## config.mk

```make
export PLATFORM = sky130hd
export DESIGN_NAME = scc_engine
export DESIGN_NICKNAME = d
export VERILOG_FILES = /design/src/design/scc_pkg.sv /design/src/design/scc_engine.sv
export SDC_FILE = /design/constraint.sdc
export NUM_CORES = 1
export LEC_CHECK = 0
export BUFFER_PORTS_ARGS = -buffer_cell sky130_fd_sc_hd__buf_2
export CORE_ASPECT_RATIO = 0.9
export CORE_MARGIN = 3
export CORE_UTILIZATION = 53
export CTS_CLUSTER_SIZE = 12
export DETAILED_ROUTE_END_ITERATION = 6
export PLACE_DENSITY = 0.83
export SLEW_MARGIN = 10
export SYNTH_ARGS = -nofsm -noshare
export SYNTH_HDL_FRONTEND = slang
export SYNTH_SLANG_ARGS = --single-unit
```

## constraint.sdc

```tcl
create_clock -name clk -period 5.13 [get_ports clk]
set_input_delay 0.2565 -clock clk [delete_from_list [all_inputs] [get_ports clk]]
set_output_delay 0.2565 -clock clk [all_outputs]
set_load 0.01 [all_outputs]
```

## src/design/scc_pkg.sv

```systemverilog
package scc_pkg;

  // Default graph size handed to the top level parameter
  localparam int unsigned DEF_MAX_VERTICES = 1024;
  // Colours are stored in six bits, so the usable colour count tops out here
  localparam int unsigned MAX_COLORS = 64;

  localparam int unsigned WORD_BITS  = 64;
  localparam int unsigned COLOR_W    = 6;
  localparam int unsigned VALUE_W    = 20;
  localparam int unsigned NVERTS_W   = 11;
  localparam int unsigned NCOLORS_W  = 7;
  localparam int unsigned CFG_DATA_W = 64;
  localparam int unsigned CFG_IDX_W  = 2;

  // Input commands
  localparam logic [1:0] CMD_LOAD_ADJ  = 2'd0;
  localparam logic [1:0] CMD_SET_COLOR = 2'd1;
  localparam logic [1:0] CMD_CONFLICT  = 2'd2;
  localparam logic [1:0] CMD_ENERGY    = 2'd3;

  // Configuration register indexes
  localparam logic [CFG_IDX_W-1:0] CFG_FORBID_MASK = 2'd0;
  localparam logic [CFG_IDX_W-1:0] CFG_NUM_VERTS   = 2'd1;
  localparam logic [CFG_IDX_W-1:0] CFG_NUM_COLORS  = 2'd2;

  typedef struct packed {
    logic [WORD_BITS-1:0] fmask;
    logic [NVERTS_W-1:0]  nverts;
    logic [NCOLORS_W-1:0] ncolors;
  } cfg_t;

  // Position of the lowest set bit; zero when no bit is set
  function automatic logic [5:0] lsb_index(input logic [WORD_BITS-1:0] bits);
    logic [5:0] idx;
    idx = '0;
    for (int b = WORD_BITS - 1; b >= 0; b--) begin
      if (bits[b]) begin
        idx = 6'(b);
      end
    end
    return idx;
  endfunction

endpackage

```

## src/design/scc_engine.sv

```systemverilog
module scc_engine #(
  parameter int unsigned MAX_VERTICES = scc_pkg::DEF_MAX_VERTICES,
  localparam int unsigned RowWords = (MAX_VERTICES + 63) / 64,
  localparam int unsigned WW = (RowWords > 1) ? $clog2(RowWords) : 1,
  localparam int unsigned VW = $clog2(MAX_VERTICES),
  localparam int unsigned AW = VW + WW
) (
  input  logic                          clk,
  input  logic                          rst_n,
  input  scc_pkg::cfg_t                 cfg,
  input  logic                          in_valid,
  output logic                          in_stall,
  input  logic [1:0]                    in_cmd,
  input  logic [9:0]                    in_vertex,
  input  logic [3:0]                    in_word_index,
  input  logic [scc_pkg::WORD_BITS-1:0] in_adj_bits,
  input  logic [scc_pkg::COLOR_W-1:0]   in_color,
  output logic                          res_valid,
  output logic [scc_pkg::VALUE_W-1:0]   res_value,
  input  logic                          res_take,
  output logic                          adj_we,
  output logic [AW-1:0]                 adj_waddr,
  output logic [scc_pkg::WORD_BITS-1:0] adj_wdata,
  output logic [AW-1:0]                 adj_raddr,
  input  logic [scc_pkg::WORD_BITS-1:0] adj_rdata,
  output logic                          col_we,
  output logic [VW-1:0]                 col_waddr,
  output logic [scc_pkg::COLOR_W-1:0]   col_wdata,
  output logic [VW-1:0]                 col_raddr,
  input  logic [scc_pkg::COLOR_W-1:0]   col_rdata
);
  import scc_pkg::*;

  localparam int unsigned NW = $clog2(MAX_VERTICES + 1);

  localparam logic [3:0] S_CLEAR    = 4'd0;
  localparam logic [3:0] S_IDLE     = 4'd1;
  localparam logic [3:0] S_LO_RD    = 4'd2;
  localparam logic [3:0] S_LO_WAIT  = 4'd3;
  localparam logic [3:0] S_ADJ_RD   = 4'd4;
  localparam logic [3:0] S_ADJ_WAIT = 4'd5;
  localparam logic [3:0] S_SCAN     = 4'd6;
  localparam logic [3:0] S_DONE     = 4'd7;

  logic [3:0]           state_r, state_nxt;
  logic [VW-1:0]        clr_r, clr_nxt;
  logic                 hit_vld_r, hit_vld_nxt;
  logic                 energy_r, energy_nxt;
  logic [VW-1:0]        i_r, i_nxt;
  logic [COLOR_W-1:0]   col_r, col_nxt;
  logic [COLOR_W-1:0]   lo_r, lo_nxt;
  logic [WW-1:0]        w_r, w_nxt;
  logic [WORD_BITS-1:0] pend_r, pend_nxt;
  logic [VALUE_W-1:0]   count_r, count_nxt;

  logic [NW-1:0]        n_eff;
  logic [NCOLORS_W-1:0] k_eff;
  logic                 accept;
  logic                 vtx_stored;
  logic [31:0]          base;
  logic [31:0]          n32;
  logic [31:0]          rem;
  logic [WORD_BITS-1:0] word_mask;
  logic [5:0]           scan_idx;
  logic [COLOR_W-1:0]   hi_col, lo_col, diff;
  logic                 hit;
  logic                 last_word;
  logic                 last_row;

  // Effective vertex and colour counts, saturated to what the storage holds
  assign n_eff = (32'(cfg.nverts) > MAX_VERTICES) ? NW'(MAX_VERTICES) : NW'(cfg.nverts);
  assign k_eff = (32'(cfg.ncolors) > MAX_COLORS) ? NCOLORS_W'(MAX_COLORS) : cfg.ncolors;

  assign accept     = in_valid && (state_r == S_IDLE);
  assign in_stall   = (state_r != S_IDLE);
  assign vtx_stored = 32'(in_vertex) < MAX_VERTICES;

  // Keep only neighbours below the vertex count, and drop the self-loop
  always_comb begin
    base = 32'({w_r, 6'b0});
    n32  = 32'(n_eff);
    rem  = n32 - base;
    if (n32 <= base) begin
      word_mask = '0;
    end else if (rem >= 32'(WORD_BITS)) begin
      word_mask = '1;
    end else begin
      word_mask = (64'd1 << rem[5:0]) - 64'd1;
    end
    if (32'(i_r >> 6) == 32'(w_r)) begin
      word_mask[i_r[5:0]] = 1'b0;
    end
  end

  assign scan_idx = lsb_index(pend_r);

  // One-sided difference test on the colour returned for the last issued read
  assign hi_col = energy_r ? col_rdata : col_r;
  assign lo_col = energy_r ? lo_r : col_rdata;
  assign diff   = hi_col - lo_col;
  assign hit    = (hi_col >= lo_col) && cfg.fmask[diff];

  assign last_word = (32'(w_r) == RowWords - 1);
  assign last_row  = (32'(i_r) + 32'd1 == 32'(n_eff));

  assign adj_raddr = {i_r, w_r};
  assign adj_wdata = in_adj_bits;
  assign adj_waddr = {VW'(in_vertex), WW'(in_word_index)};
  assign adj_we    = accept && (in_cmd == CMD_LOAD_ADJ) && vtx_stored
                     && (32'(in_word_index) < RowWords);

  assign col_raddr = (state_r == S_LO_RD) ? i_r : VW'({w_r, scan_idx});

  assign res_valid = (state_r == S_DONE);
  assign res_value = count_r;

  always_comb begin
    state_nxt   = state_r;
    clr_nxt     = clr_r;
    energy_nxt  = energy_r;
    i_nxt       = i_r;
    col_nxt     = col_r;
    lo_nxt      = lo_r;
    w_nxt       = w_r;
    pend_nxt    = pend_r;
    count_nxt   = count_r;
    hit_vld_nxt = 1'b0;
    col_we      = 1'b0;
    col_waddr   = VW'(in_vertex);
    col_wdata   = in_color;

    if (hit_vld_r && hit) begin
      count_nxt = count_r + VALUE_W'(1);
    end

    unique case (state_r)
      S_CLEAR: begin
        col_we    = 1'b1;
        col_waddr = clr_r;
        col_wdata = '0;
        clr_nxt   = clr_r + VW'(1);
        if (32'(clr_r) == MAX_VERTICES - 1) begin
          state_nxt = S_IDLE;
        end
      end
      S_IDLE: begin
        if (accept) begin
          count_nxt = '0;
          w_nxt     = '0;
          col_nxt   = in_color;
          unique case (in_cmd)
            CMD_LOAD_ADJ: begin
            end
            CMD_SET_COLOR: begin
              col_we = vtx_stored;
            end
            CMD_CONFLICT: begin
              energy_nxt = 1'b0;
              i_nxt      = VW'(in_vertex);
              if ((32'(in_vertex) < 32'(n_eff)) && ({1'b0, in_color} < k_eff)) begin
                state_nxt = S_ADJ_RD;
              end else begin
                state_nxt = S_DONE;
              end
            end
            CMD_ENERGY: begin
              energy_nxt = 1'b1;
              i_nxt      = '0;
              state_nxt  = (n_eff == '0) ? S_DONE : S_LO_RD;
            end
            default: begin
            end
          endcase
        end
      end
      S_LO_RD: begin
        state_nxt = S_LO_WAIT;
      end
      S_LO_WAIT: begin
        lo_nxt    = col_rdata;
        state_nxt = S_ADJ_RD;
      end
      S_ADJ_RD: begin
        state_nxt = S_ADJ_WAIT;
      end
      S_ADJ_WAIT: begin
        pend_nxt  = adj_rdata & word_mask;
        state_nxt = S_SCAN;
      end
      S_SCAN: begin
        if (pend_r != '0) begin
          // Issue the colour read for the lowest neighbour and retire its bit
          pend_nxt    = pend_r & (pend_r - 64'd1);
          hit_vld_nxt = 1'b1;
        end else if (!last_word) begin
          w_nxt     = w_r + WW'(1);
          state_nxt = S_ADJ_RD;
        end else if (!energy_r || last_row) begin
          state_nxt = S_DONE;
        end else begin
          i_nxt     = i_r + VW'(1);
          w_nxt     = '0;
          state_nxt = S_LO_RD;
        end
      end
      S_DONE: begin
        if (res_take) begin
          state_nxt = S_IDLE;
        end
      end
      default: begin
        state_nxt = S_IDLE;
      end
    endcase
  end

  always_ff @(posedge clk) begin
    if (!rst_n) begin
      state_r   <= S_CLEAR;
      clr_r     <= '0;
      hit_vld_r <= 1'b0;
    end else begin
      state_r   <= state_nxt;
      clr_r     <= clr_nxt;
      hit_vld_r <= hit_vld_nxt;
    end
  end

  always_ff @(posedge clk) begin
    energy_r <= energy_nxt;
    i_r      <= i_nxt;
    col_r    <= col_nxt;
    lo_r     <= lo_nxt;
    w_r      <= w_nxt;
    pend_r   <= pend_nxt;
    count_r  <= count_nxt;
  end

endmodule

```

==> results by group <==
Power and ir drop
  – Sw Share: just under 30%
  – Flop pwr share: around 39%
  – Sw power: just over 0.8 mW
  – Logic gate share of total power: a little under a fifth
  – Clk pwr share: between 40% and 50%
  – Leakage: 5.013 nW
  – Maximum vdd drop: about 0.21 mV
  – Power Total: about 2.8 mW
  – Power per Cell Area: 212.3 nW/um2
  – Pint: 2.003 mW

Critical path
  – Critical Path End Type: flip-flop
  – End of the worst register-to-register path: res_value[9]$_DFF_P_
  – Worst Path Arrival: roughly 4300 ps
  – Internal reg-to-reg setup slack: approximately 1100 ps
  – Setup crit start: energy_r$_DFFE_PP_
  – Setup Crit Path Kind: reg -> reg
  – CP Capture Point: res_value[9]$_DFF_P_
  – Worst Reg-to-Reg Cells: 9
  – Crit path required time: 5460 ps
  – Crit-path max FO: 30
  – CP Launch Type: flip-flop
  – Worst r2r src: energy_r$_DFFE_PP_

Timing
  – Layout Skew: roughly 12 ps
  – Relative slew slack: about 32%
  – # setup viols final: 0
  – Crit path time final: 3996 ps
  – Actual slew at the worst max-slew pin: roughly 1000 ps
  – Final Hold Viols: 0
  – Fmax: 0.2503 GHz
  – Setup tns final: 0 ps
  – Crit share post-route: slightly below 80%
  – Final Max Slew Viols: 0
  – RSZ-0062 raised after global routing: false

Run status
  – Failing checks: DRC
  – Run status: finished with violations

Synth
  – Commonest cells post-synth: nand2_1 (145), o21ai_0 (112), nor2_1 (104)
  – Top area cells in the synthesized netlist: edfxtp_1 (23%), dfxtp_1 (5.7%), buf_4 (5.0%)
  – Cell variety after synth: 92
  – Mapped Area: roughly 12000 um2
  – Post-Synth Simple-Gate Area: between 20% and 30%
  – Syn avg cell area: just over 8 um2
  – Synth warnings: 0
  – Post-synth ARST share: 0%
  – Synthesized flop and latch total: about 130
  – Post-Synth XOR/XNOR Area: roughly 3.8%
  – Area fraction of the dominant cell type after synthesis: a little under a quarter
  – Most common cell in the netlist: nand2_1
  – Top cell type by total area after synthesis: edfxtp_1
  – Main combinational cell family by area after synthesis: simple AND/OR/NAND/NOR gates
  – Post-synthesis instance total: between 1000 and 1500
  – Seq/Total Area, Yosys: between 20 and 30%
  – Number of synthesized flops with an enable pin: 91
  – Main flop type after synthesis: edfxtp_1
  – Multiplexer area fraction after synthesis: between 6 and 7%
  – Adder-cell share of the synthesized area: 3.388%
  – Synth Area in Compound Gates: ~23%
  – Syn Nets: ~1700

Place
  – DP HPWL: 33.78 mm
  – GPL Wtd Cong: around 1.0
  – Port bufs: about 250

Clock tree
  – CTS root buf: clkbuf_16
  – CTS Hold Bufs: 0
  – CTS Sinks: between 100 and 150
  – Clock Pin Slew Worst Setup and Hold Paths: 60 ps
  – H-tree depth: 4
  – Longest Clk Path Bufs: 2
  – # Post-CTS Setup Buffers: 0
  – CTS buffer count: 17
  – Worst-Skew Late Latency: between 400 and 500 ps
  – PostCTS Resize Cnt: 0
  – CTS tree: done

Floorplanning
  – Core Area: 21820 um2
  – Boundary pin count: roughly 380
  – Chip width: 163.9 um
  – Die ar.: around 24000 um2
  – Num rows: just over 50
  – Die H: around 150 um
  – Initial Utilization: between 50% and 60%

Global routing
  – Initial antenna violation count: 4
  – Number of global-route vias before repair: approximately 12000
  – First-pass GRT wire length: approximately 67 mm
  – Grt ovf: 0
  – Largest net degree at the start of global routing: between 50 and 60
  – Global-route usage over all layers: 35.19%

Drt
  – DR WL/cell: 23.57 um
  – Routed Antenna Nets: 0
  – Total wire length: between 40 and 50 mm
  – Iteration-0 DRC Markers: between 1500 and 2000
  – Vias per std cell: 6.866
  – Routed vias: about 13000
  – DRC: 14
  – First-pass detailed-route iteration total: 7

Cells and area
  – Layout area overhead: 11.50%
  – Layout cell share with drive strength beyond 1: around 23%
  – Layout Nets: around 1800

Worst hold path
  – Worst min path class: in -> reg
  – Hold Crit Start: col_rdata[1]

Job
  – Max-cap viol count: 0
[per-layer routing]
layer / GRT usage (%) / vias to the layer above / share of wire [%] / wire, um
met2: 51.76 / 1068 / 43 / 19210
met4: 15.22 / 2 / 4.8 / 2127
met5: 0 / - / 0.029 / 13
li1: - / 5694 / - / -
met1: 48.25 / 5955 / 38 / 16730
met3: 10.30 / 175 / 14 / 6182
[worst min-delay path by stage]
stage	cells past startpoint	slack [ps]	end
floorplan	0	360	col_r[0]$_DFFE_PP_
CTS	1	30	lo_r[1]$_DFFE_PN_
global route	1	30	lo_r[1]$_DFFE_PN_
global placement	2	460	res_value[19]$_DFF_P_
finish	1	30	lo_r[1]$_DFFE_PN_
detailed placement	2	460	res_value[19]$_DFF_P_
[layout by cell type (no fill, tap or decap), drive strengths merged, types with 10 or more instances in the layout]
cell,netlist,layout
or3,19,19
nor2,105,105
nor4,44,44
nand2,145,145
xnor2,35,35
edfxtp,91,91
a21oi,71,71
and3,20,20
xor2,11,11
and2,15,15
o311ai,16,16
nand3,69,69
o21ai,122,122
nand4,23,23
mux4,20,20
nand2b,24,24
o31ai,19,19
nor2b,28,28
dfxtp,34,34
inv,40,48
mux2,19,19
a31oi,15,15
nor3,46,46
or4,10,10
a21o,12,12
clkbuf,61,19
buf,105,265
o2111ai,14,14
a211oi,11,11
mux2i,14,14
ha,29,29
o211ai,52,52
[logic make-up (layout without fill, tap and decap cells)]
family          Yosys count  count (layout)
mux                      53              53
fa+ha+maj                31              31
flops                   125             125
xor+xnor                 48              48
other cells               0               3
simple gates            582             582
buf+inv                 206             336
compound gates          409             409
[power by group through the flow]
stage	combinational (mW)	clock [mW]	sequential (mW)
floorplan	0.390	0	1.11
global placement	0.504	0	1.12
detailed placement	0.512	0	1.12
CTS	0.515	1.18	1.09
global route	0.570	1.22	1.09
finish	0.534	1.19	1.09
[sequential cells by signal, summed over array words and instances (netlist names)]
register / cells
pend_r: 64
energy_r: 1
lo_r: 6
state_r: 3
col_r: 6
i_r: 10
hit_vld_r: 1
clr_r: 10
res_value: 20
w_r: 4
[worst max-delay path, stage by stage, from the launching register on]
cell      delay (ps)
edfxtp_1         320
buf_4            240
mux2_2           370
ha_1             900
mux4_2           630
mux4_2           500
a22oi_2          250
and2_4           370
o311ai_0         200
o41ai_1          110
[per-stage QoR]
step	util, %	area (um2)	hold slack (ps)	setup slack (ps)	std cells
floorplan	-	11890	355.4	1299	1454
global placement	58.15	12690	456.5	1134	1844
detailed placement	58.15	12690	463.6	1123	1844
CTS	60.72	13250	28.96	1087	1875
global route	60.75	13260	29.85	761.7	1878
finish	60.75	13260	33.04	1134	1878
[cell type report]
class / count / area [um2]
multi-input combinational: 1123 / 7392
antenna: 3 / 7.507
clock inverter: 12 / 105.1
clock buffer: 19 / 454.2
fill: 1947 / 8566
timing repair buffer: 265 / 1371
tap: 291 / 364.1
inverter: 40 / 150.1
sequential: 125 / 3413
(Power assumes the default switching activity.)
